### src/rtl/core/knss_pkg.sv
// Package for the k-nearest sample selector: sizes, widths and the
// control struct passed to the distance unit.
// No dependencies.
package knss_pkg;

    localparam int MAX_SAMPLES = 64;
    localparam int MAX_K       = 16;
    localparam int DIM         = 4;
    localparam int COORD_BITS  = 16;
    localparam int LABEL_BITS  = 8;

    localparam int IDX_BITS    = $clog2(MAX_SAMPLES);
    localparam int CNT_BITS    = $clog2(MAX_SAMPLES + 1);
    localparam int K_BITS      = 5;
    localparam int DIM_BITS    = $clog2(DIM);
    localparam int DIFF_BITS   = COORD_BITS + 1;
    localparam int DIST_BITS   = 34;
    localparam int VEC_BITS    = DIM * COORD_BITS;
    localparam int ENTRY_BITS  = VEC_BITS + LABEL_BITS;

    localparam logic CMD_LOAD  = 1'b0;
    localparam logic CMD_QUERY = 1'b1;

    // One dimension step into the distance unit.
    typedef struct packed {
        logic                valid;
        logic                first;
        logic                last;
        logic [IDX_BITS-1:0] idx;
    } knss_step_t;

endpackage

### src/rtl/core/knss_dist_unit.sv
// Squared distance unit: one dimension per cycle through subtract, square
// and accumulate stages; emits one sum per sample.
// Depends on knss_pkg.
module knss_dist_unit (
    input  logic                                 clk,
    input  logic                                 rst_n,
    input  knss_pkg::knss_step_t                 step,
    input  logic signed [knss_pkg::COORD_BITS-1:0] coord_a,
    input  logic signed [knss_pkg::COORD_BITS-1:0] coord_b,
    output logic                                 res_valid,
    output logic [knss_pkg::IDX_BITS-1:0]        res_idx,
    output logic [knss_pkg::DIST_BITS-1:0]       res_dist,
    output logic                                 busy
);

    knss_pkg::knss_step_t a_step_reg;
    knss_pkg::knss_step_t b_step_reg;

    logic signed [knss_pkg::DIFF_BITS-1:0]   diff_reg;
    logic signed [knss_pkg::DIFF_BITS-1:0]   diff_next;
    logic signed [2*knss_pkg::DIFF_BITS-1:0] prod;
    logic        [knss_pkg::DIST_BITS-1:0]   sq_reg;
    logic        [knss_pkg::DIST_BITS-1:0]   sq_next;
    logic        [knss_pkg::DIST_BITS-1:0]   acc_reg;
    logic        [knss_pkg::DIST_BITS-1:0]   acc_next;
    logic                                    res_valid_reg;
    logic                                    res_valid_next;
    logic        [knss_pkg::IDX_BITS-1:0]    res_idx_reg;

    always_comb
    begin
        diff_next = $signed({coord_a[knss_pkg::COORD_BITS-1], coord_a})
                  - $signed({coord_b[knss_pkg::COORD_BITS-1], coord_b});
        prod      = diff_reg * diff_reg;
        // square is never negative, so the low bits are the magnitude
        sq_next   = prod[knss_pkg::DIST_BITS-1:0];
        acc_next  = acc_reg;
        if (b_step_reg.valid)
        begin
            acc_next = b_step_reg.first ? sq_reg : acc_reg + sq_reg;
        end
        res_valid_next = b_step_reg.valid && b_step_reg.last;
    end

    always_ff @(posedge clk or negedge rst_n)
    begin
        if (!rst_n)
        begin
            a_step_reg    <= '0;
            b_step_reg    <= '0;
            res_valid_reg <= 1'b0;
        end
        else
        begin
            a_step_reg    <= step;
            b_step_reg    <= a_step_reg;
            res_valid_reg <= res_valid_next;
        end
    end

    always_ff @(posedge clk)
    begin
        diff_reg    <= diff_next;
        sq_reg      <= sq_next;
        acc_reg     <= acc_next;
        res_idx_reg <= b_step_reg.idx;
    end

    assign res_valid = res_valid_reg;
    assign res_idx   = res_idx_reg;
    assign res_dist  = acc_reg;
    assign busy      = a_step_reg.valid || b_step_reg.valid || res_valid_reg;

endmodule

### config.mk
export PLATFORM = sky130hd
export DESIGN_NAME = knss_dist_unit
export DESIGN_NICKNAME = d
export VERILOG_FILES = /design/src/rtl/core/knss_pkg.sv /design/src/rtl/core/knss_dist_unit.sv
export SDC_FILE = /design/constraint.sdc
export NUM_CORES = 1
export LEC_CHECK = 0
export BUFFER_PORTS_ARGS = -buffer_cell sky130_fd_sc_hd__buf_2
export CAP_MARGIN = 15
export CORE_MARGIN = 3
export CORE_UTILIZATION = 45
export DETAILED_ROUTE_END_ITERATION = 8
export MAX_ROUTING_LAYER = met4
export SYNTH_ARGS = -nofsm -noshare
export SYNTH_HDL_FRONTEND = slang
export SYNTH_SLANG_ARGS = --single-unit
### constraint.sdc
create_clock -name clk -period 8.3 [get_ports clk]
set_clock_uncertainty 0.2 [all_clocks]
set_input_delay 0.83 -clock clk [delete_from_list [all_inputs] [get_ports clk]]
set_output_delay 0.83 -clock clk [all_outputs]
set_load 0.005 [all_outputs]
==> key figures <==
Worst setup path
  • Arrival time at the worst endpoint: 6890 ps
  • Worst-path fanout max: 15
  • Crit path cell chain: inv_1 -> nor2_1 -> inv_1 -> fa_1 -> inv_1 -> fa_1 -> fa_1 -> fa_1 -> fa_1 -> fa_1 -> ha_1 -> a21oi_1 -> a21oi_1 -> nor2b_1 -> a211oi_2 -> o21a_1 -> o21ai_0 -> or4b_2 -> o311ai_0
  • CP most frequent cell: fa_1
  • Worst Setup End Kind: register
  • Critical path class: reg -> reg
  • Critical Path Start: diff_reg[4]
  • Reg2Reg Depth: 19
  • CP bufs+invs: 3
  • CP max stage cell: dfxtp_1
  • Startpoint types: register
  • WP depth: 19
  • Worst path required time: between 8000 and 9000 ps
  • Reg2reg start: diff_reg[4]
  • Delay-heaviest family, CP: adder cells
  • Crit path largest cell delay: between 700 and 800 ps

CTS
  • # resized after CTS: 0
  • Hold_buf cts: 0
  • Clock latency on the worst-skew pair: 370 ps
  • H-tree levels: 3
  • # Post-CTS Setup Buffers: 0
  • Clock buffer count from CTS: 9
  • Clock Path Buffers: 2
  • CTS Sinks: 109
  • CTS root buf: clkbuf_16
  • CTS clk-pin slew, worst paths: 80 ps
  • CTS tree: built

Layout
  • Fraction of layout cells with a size suffix above 1: 7.55%
  • Antenna fix cells: 0
  • Most frequent cells in the layout: inv_1 (375), fa_1 (267), ha_1 (143)
  • Post-Layout Cell Count: 2130
  • Register area: 2620 um2
  • Final #Nets: 2130
  • Final Util: 49.2%
  • Most common cell after layout, fill and taps aside: inv_1
  • Max reg flops: 34
  • Multi-input logic area: 11200 um2
  • Area Growth Syn to Fin: 7.70%
  • Filler cells: 3184

Drt
  • DRC: 0
  • Via count: 10517
  • Vias/cell: 4.94
  • DR iter-0 viols: 504
  • Final wirelength: 32300 um
  • Final ANT Viol Nets: 0
  • Routed len/inst: about 15 um
  • DRT Pass-1 Iters: 5

Timing
  • Max-slew headroom: between 30% and 40%
  • Tcrit/Tclk final: between 80% and 90%
  • RSZ-0062 raised after global routing: false
  • Final min period: 6850 ps
  • Setup TNS: 0 ps
  • Setup WS post-layout: 1450 ps
  • FMAX: 146 MHz
  • Worst slew pin tran: 985 ps
  • Max-slew violation count: 0
  • Final hold violations: 0
  • Final setup viols: 0

Floorplanning
  • Core area: between 30000 and 40000 um2
  • Die W: 191 um
  • Die H: 191 um
  • Io pins: 85
  • Row count: 67
  • Starting Density: 45.7%
  • Die Area: between 30000 and 40000 um2

Yosys
  • Ys Warns: 0
  • Mapped Avg Cell Area: 9.53 um2
  • Syn Nets: 2065
  • Top FF cell, synth: dfxtp_1
  • Synthesized cell area: 15400 um2
  • #FFs+latches synth: 109
  • Post-synth cell types: 67
  • Register area share after synthesis: 17.0%
  • Async SR Flop Fraction: 17.4%
  • Number of enable flip-flop cells after synthesis: 34
  • Cells after Synth: 1612

Placement
  • Port Buf Inserts: 84
  • Pre-CTS WS: 1470 ps
  • RD Place Congestion: 0.882
  • Placed insts: between 2000 and 2500
  • Detailed Place HPWL: 26500 um

Worst hold path
  • Hold path startpoint: a_step_reg[2]
  • Hold depth: 0
  • HP Class: reg -> reg

Global routing
  • First-pass GRT wire length: 54700 um
  • Largest net degree at the start of global routing: 75
  • Tot GR Track Use: between 10% and 20%
  • Residual overflow from global routing: 0
  • Vias in the first global route: 11040
  • Initial antenna violation count: 0

Outcome
  • Outcome: finished, final reports clean

Flow run
  • Max-cap violations: 0
-- kinds of logic (layout without fill, tap and decap cells) --
kind of cell,after synthesis,in the layout,share of synthesized area [%]
buffers and inverters,408,478,9.97
XOR/XNOR,81,81,4.62
adder cells (fa/ha/maj),410,410,46.4
AND/OR/NAND/NOR,355,355,11.3
multiplexers,8,8,0.554
AO/OA/AOI/OAI,241,241,10.1
flip-flops,109,109,17.0
-- metal layers --
layer / track usage, % / vias to the layer above / wire length, um
met3: 1.91 / 27 / 1220
met2: 30.1 / 191 / 14600
met5: - / - / 0
li1: - / 5180 / -
met4: 4.35 / 0 / 421
met1: 27.4 / 5119 / 16000
-- synth_stat cells (all sizes together), types with 19 or more instances --
cell type	n	share of area [%]
inv	375	9.2
fa	267	35
ha	143	12
nand2	131	3.2
a21oi	69	2.2
o21ai	68	2.2
nor2	66	1.6
xnor2	60	3.4
and2	59	2.4
dfxtp	56	7.3
edfxtp	34	6.6
clkbuf	30	0.73
a21o	26	1.3
nor2b	23	0.94
xor2	21	1.2
dfrtp	19	3.1
-- metrics by stage --
step | instance area [um2] | hold slack [ps]
2_1_floorplan | 15400 | 124
3_3_place_gp | 16200 | 125
3_5_place_dp | 16200 | 129
4_1_cts | 16600 | 146
5_1_grt | 16600 | 151
6_report | 16600 | 145
-- layout make-up --
type | count | area share (%)
multi-input cells | 1095 | 67.8
flip-flops and latches | 109 | 15.8
inverters | 375 | 8.50
well taps | 448 | 3.39
repair buffers | 87 | 2.68
clock buffers | 11 | 1.53
clock inverters | 5 | 0.302
-- worst paths after layout --
check,to,slack (ps)
worst min register to register,b_step_reg[2],150
max in group asynchronous,b_step_reg[7],7380
worst max-delay path,sq_reg[21],1450
worst min-delay path,b_step_reg[2],150
min in group asynchronous,b_step_reg[5],190
worst max register to register,sq_reg[21],1450
Power is not shown: default switching activity piles up to over one toggle a cycle in this logic, so the estimate is an artifact.
