`src/rtl/core/knss_ram.sv`:
```
// Generic simple dual-port RAM: one write port, one read port, registered read.
// No dependencies.
module knss_ram #(
    parameter int WIDTH = 8,
    parameter int DEPTH = 64
) (
    input  logic                     clk,
    input  logic                     we,
    input  logic [$clog2(DEPTH)-1:0] waddr,
    input  logic [WIDTH-1:0]         wdata,
    input  logic                     re,
    input  logic [$clog2(DEPTH)-1:0] raddr,
    output logic [WIDTH-1:0]         rdata
);

    logic [WIDTH-1:0] mem [DEPTH];
    logic [WIDTH-1:0] rdata_reg;

    always_ff @(posedge clk)
    begin
        if (we)
        begin
            mem[waddr] <= wdata;
        end
        if (re)
        begin
            rdata_reg <= mem[raddr];
        end
    end

    assign rdata = rdata_reg;

endmodule

```
`config.mk`:
```
export PLATFORM = sky130hd
export DESIGN_NAME = knss_ram
export DESIGN_NICKNAME = d
export VERILOG_FILES = /design/src/rtl/core/knss_ram.sv
export SDC_FILE = /design/constraint.sdc
export NUM_CORES = 1
export LEC_CHECK = 0
export ABC_AREA = 1
export BUFFER_PORTS_ARGS = -buffer_cell sky130_fd_sc_hd__buf_4
export CAP_MARGIN = 10
export CELL_PAD_IN_SITES_DETAIL_PLACEMENT = 0
export CELL_PAD_IN_SITES_GLOBAL_PLACEMENT = 1
export CORE_MARGIN = 3
export CORE_UTILIZATION = 37
export DETAILED_ROUTE_END_ITERATION = 10
export PLACE_DENSITY = 0.67
export REMOVE_ABC_BUFFERS = 1
export SLEW_MARGIN = 40
export SYNTH_ARGS = -nofsm -noshare
export SYNTH_HDL_FRONTEND = slang
export SYNTH_SLANG_ARGS = --single-unit
```
`constraint.sdc`:
```
create_clock -name clk -period 2.3 [get_ports clk]
set_input_delay 0.345 -clock clk [delete_from_list [all_inputs] [get_ports clk]]
set_output_delay 0.345 -clock clk [all_outputs]
set_load 0.01 [all_outputs]
```
==> results.ini, run 1 <==
[route]
routed_wirelength_um=57700
drt-initial-drc-count=1292
route.detailed.drc=0
post_drt_wl_per_cell_um=21.3
via_count=14000
first_pass_iters=5
drtAntennaViolNets=0
vias_per_cell=5.18

[synthesis]
synth_cells=1805
yosysTopAreaCell=edfxtp_1
yosysUniqueCellTypes=15
synth_area_leaders=edfxtp_1, nand2_1, nand3_1
seq_area_frac_synth_pct=72.9
syn_avg_cell_area_sq_um=11.9
yosysTopAreaCellShare_pct=72.9
yosys_warnings=0
synth_area_sq_um=21400
synth_seq_cells=520

[place]
dp_cells=2602
dp_hpwl_um=34800
port_buffers=30
routabilityCongestion=0.823
post-place-ws_ps=104

[critical_path]
start_kind=register
crit_buf_inv=1
crit_path_max_incr_delay_ps=510
cp-end-kind=output pin
regToRegSetupSlack_ps=730
crit_family=flip-flops
crit_fanout=1
worstPathArrival_ps=1310
worstPathCellList=buf_4
critPathKind=register to output pin
slowest_stage=edfxtp_1
required_ps=1960

[global_routing]
grtUsageMet1_pct=27.8
grt_usage_pct=19.0
grt_pass1_vias=13400
grt_busiest_layer=met2
grt_util_met3_pct=3.15
grt_pass1_wl_um=86100
grt_overflow=0
gr-usage-met2_pct=29.9
grt_max_degree=65
antenna_found_initial=0

[sta]
finalSetupViolCount=0
fin_crit_ps=1660
fin_crit_sh_pct=72.0
worst_pin_slew_ps=825
worst_slack_ps=645
timing.hold.ws_ps=111
tns_ps=0
fmax_mhz=604
rsz0062_at_grt=no
hold_violations=0
max-slew-margin-rel_pct=45.0
fin_skew_ps=17.9
slew_violations=0

[floorplan]
fp.dieW_um=247
core-area_sq_um=56800
dieHeight_um=247
die_area_sq_um=60800
start_util_pct=37.7
num_rows=87
ios=31

[finish]
largest_reg_flops=512
drive_gt1_share_pct=11.9
final_util_pct=43.7
syn_to_final_growth_pct=15.9
nNetsFinal=1926
instances_no_fill=2705

[cts]
clockBufferDepth=3
postCtsHoldBufs=0
cts_tree=yes
ctsRootBufferMaster=clkbuf_16
cts_setup_buffers=0
path_clk_slew_ps=60
h-tree-depth=2
numCtsBuffers=54
cts_resized=0
clock_sinks=520
clkLatencyLatePin_ps=600

[pwr]
p_int_mw=16.1
pwr-share-clk_pct=42.3
p_per_area_nw_per_um2=830
netSwitchingFraction_pct=22.0
pwr-share-comb_pct=6.6
peakVddDrop_mv=0.576
leakage_nw=9.03
p_switching_mw=4.54
p_seq_share_pct=51.2

[outcome]
status=finished clean

[min_path]
hold_class=input pin to register

[job]
maxCapViolations=0

[metal layers]
| layer | vias to the layer above | wire length [um] |
|---|---|---|
| met4 | 0 | 1080 |
| met3 | 80 | 3750 |
| met1 | 6953 | 26300 |
| met2 | 407 | 26600 |
| li1 | 6571 | - |
| met5 | - | 0 |
[worst paths after layout]
path / start / end / depth (start not counted)
hold reg to reg: mem[28][7]$_DFFE_PP_ / rdata[7]$_DFFE_PP_ / 8
setup reg to reg: mem[33][4]$_DFFE_PP_ / rdata[4]$_DFFE_PP_ / 8
hold / removal: re / rdata[1]$_DFFE_PP_ / 1
setup / recovery: rdata[7]$_DFFE_PP_ / rdata[7] / 1
[logic make-up after synthesis]
kind of cell / synth area share, %
buf+inv: 4.01
flops: 72.9
simple gates: 23.1
[cell usage after synthesis, drive strengths merged]
| master | n |
|---|---|
| buf | 98 |
| clkbuf | 15 |
| edfxtp | 520 |
| inv | 12 |
| nand2 | 648 |
| nand3 | 439 |
| nand4 | 9 |
| nor2 | 56 |
| nor4 | 8 |
[per-stage QoR]
| step | area, sq um | power (mW) |
|---|---|---|
| finish | 24800 | 20.6 |
| global route | 24800 | 21.3 |
| CTS | 24800 | 20.8 |
| detailed placement | 23000 | 12.1 |
| global placement | 23000 | 12.1 |
| floorplan | 20600 | 11.3 |
[cells in the final DEF (no fill, tap or decap), types with 13 or more instances in the layout]
cell,netlist,final
nand2_1,648,648
edfxtp_1,520,520
nand3_1,439,439
buf_4,14,128
clkbuf_16,0,57
nor2_1,56,56
buf_12,0,26
clkinv_1,0,14
clkbuf_1,15,13
[power groups by stage]
stage	Sequential [mW]	Combinational (mW)	Clock, mW
floorplan	10.7	0.530	0
global placement	10.7	1.36	0
detailed placement	10.7	1.37	0
CTS	10.5	1.37	8.87
global route	10.5	1.48	9.27
finish	10.5	1.36	8.71
[final cells by class]
cell class	instances	area, sq um
Timing Repair Buffer	155	1500
Antenna cell	1	2.50
Sequential cell	520	15600
Clock buffer	70	1480
Tap cell	756	946
Inverter	12	55.1
Fill cell	5326	32000
Multi-Input combinational cell	1160	4950
Clock inverter	31	297
Power figures use the tool's default switching activity.
==> inputs of run 2 (changes only) <==
==> constraint.sdc (replaced) <==
create_clock -name clk -period 1.6 [get_ports clk]
set_input_delay 0.24 -clock clk [delete_from_list [all_inputs] [get_ports clk]]
set_output_delay 0.24 -clock clk [all_outputs]
set_load 0.01 [all_outputs]
==> run 2 against run 1 <==
  * Cell area rose by 2.1%
  * Die area is the same
  * Sequential cell count unchanged
  * Total power rose by 43%
  * Final cell count grew 2.0%
  * Wire length grew 0.53%
  * Combinational power is 54% higher
  * First-iteration DRC count grew 8.7%
  * Sequential power up 44%
  * Count of clock-buffer cells in the layout decreased by 8
  * Sequential share of layout area down 1.3 points
  * Largest cell class unchanged
==> results.ini, run 2 (same netlist as run 1, synthesis figures left out) <==
[outcome]
status=finished clean

[job]
maxCapViolations=0  ; unchanged

[cts]
numCtsBuffers=53  ; -1.9%
cts_setup_buffers=0  ; unchanged
clkLatencyLatePin_ps=600  ; about the same
path_clk_slew_ps=60  ; about the same
h-tree-depth=2  ; unchanged
cts_tree=yes
ctsRootBufferMaster=clkbuf_16
clock_sinks=520  ; unchanged
clockBufferDepth=3  ; unchanged

[critical_path]
cp-end-kind=output pin
worstSetupEndpoint=rdata[4]
r2r_cells=8  ; unchanged
regToRegSetupSlack_ps=110  ; -620 ps
crit_fanout=1  ; unchanged
required_ps=1360  ; -600 ps
worstPathCellList=buf_4
crit_path_max_incr_delay_ps=520  ; about the same
timing.rr.start=mem[51][6]$_DFFE_PP_
crit_buf_inv=1  ; unchanged
cp-startpoint=rdata[4]$_DFFE_PP_
critPathKind=register to output pin
crit_family=flip-flops
start_kind=register
crit_cells=1  ; unchanged
worstPathArrival_ps=1310  ; about the same
r2r-end=rdata[6]$_DFFE_PP_
slowest_stage=edfxtp_1

[global_routing]
grt_pass1_vias=14000  ; +4.4%
grt_overflow=0  ; unchanged
antenna_found_initial=1  ; +1
grt_usage_pct=19.5  ; +0.49 points
grt_max_degree=65  ; unchanged
grt_pass1_wl_um=88800  ; +3.1%

[finish]
mostFrequentLayoutCells=nand2_1, edfxtp_1, nand3_1
layout_commonest_cell=nand2_1
final_util_pct=44.6  ; +0.90 points
drive_gt1_share_pct=14.6  ; +2.7 points
syn_to_final_growth_pct=18.3
instances_no_fill=2758  ; +2.0%
nNetsFinal=1981  ; +2.9%
antenna_cells=0  ; -1
largest_reg_flops=512  ; unchanged

[place]
dp_cells=2658  ; +2.2%
dp_hpwl_um=37100  ; +6.6%
routabilityCongestion=0.801  ; -2.7%
post-place-ws_ps=-449  ; -553 ps
port_buffers=30  ; unchanged

[sta]
tns_ps=0  ; unchanged
worst_pin_slew_ps=526  ; -299 ps
worst_slack_ps=51.4  ; -593 ps
fin_crit_sh_pct=96.8
rsz0062_at_grt=no
finalSetupViolCount=0  ; unchanged
fin_skew_ps=19.9  ; +1.97 ps
fin_crit_ps=1550
slew_violations=0  ; unchanged
hold_violations=0  ; unchanged
max-slew-margin-rel_pct=64.9  ; +20 points
fmax_mhz=646

[route]
vias_per_cell=5.14  ; -0.73%
drt-initial-drc-count=1405  ; +8.7%
via_count=14200  ; +1.2%
route.detailed.drc=0  ; unchanged
routed_wirelength_um=58000  ; +0.53%
drtAntennaViolNets=0  ; unchanged
first_pass_iters=5  ; unchanged
post_drt_wl_per_cell_um=21.0  ; -1.4%

[min_path]
worstHoldStart=wdata[4]
hold_class=input pin to register

[pwr]
power.total_mw=29.4  ; +43%
p_per_area_nw_per_um2=1160  ; +40%
leakage_nw=9.33  ; +3.4%
peakVddDrop_mv=0.817  ; +42%

[floorplan]
fp.dieW_um=247  ; unchanged
start_util_pct=37.7  ; unchanged
ios=31  ; unchanged
num_rows=87  ; unchanged
die_area_sq_um=60800  ; unchanged
core-area_sq_um=56800  ; unchanged
dieHeight_um=247  ; unchanged

[run 2: changes by cell type in the layout (fill, tap and decap cells not counted), sizes merged]
cell	previous run	this run
buf	154	209
clkinv	23	27
clkbuf	71	63
inv	12	14
dlygate4sd3	0	1
diode	1	0
[run 2: worst min path at each step]
stage                                 endpoint  slack, ps  depth (start not counted)
after floorplan            mem[0][0]$_DFFE_PP_        340                          0
after global placement      rdata[1]$_DFFE_PP_        640                          1
after detailed placement    rdata[1]$_DFFE_PP_        640                          1
after CTS                 mem[25][4]$_DFFE_PP_         20                          1
after global routing      mem[27][4]$_DFFE_PP_         40                          1
final                     mem[27][4]$_DFFE_PP_         50                          1
[run 2: cell type report]
type | instances | area, sq um
Tap cell | 756 | 946
Clock buffer | 62 | 1360
Fill cell | 5216 | 31500
Inverter | 12 | 55.1
Multi-Input combinational cell | 1160 | 4970
Sequential cell | 520 | 15600
Timing Repair Buffer | 211 | 2070
Clock inverter | 37 | 334
[run 2: layer usage]
metal / wire length [um] / GRT usage [%] / vias to the layer above
met1: 26700 / 28.6 / 6973
li1: - / - / 6686
met3: 3830 / 3.31 / 76
met2: 26400 / 30.3 / 446
met5: 0 / 0 / -
met4: 1090 / 4.94 / 0
[run 2: timing repair]
action                                  in CTS  in global routing
hold endpoints to repair                     3                  0
gates resized for setup                      0                  4
endpoints found under the setup margin       0                  2
hold buffers                                 1                  0
[run 2: where the power goes]
part	leakage (nW)	internal, mW	switching (mW)
sequential	4.69	15.1	0.0452
combinational	3.81	0.688	1.41
clock	0.831	7.04	5.13
[run 2: through the flow]
stage / hold slack, ps / area, sq um
after global routing: 42.8 / 25300
final: 54.7 / 25300
after global placement: 640 / 23600
after detailed placement: 638 / 23600
after CTS: 23.2 / 25300
after floorplan: 339 / 20600
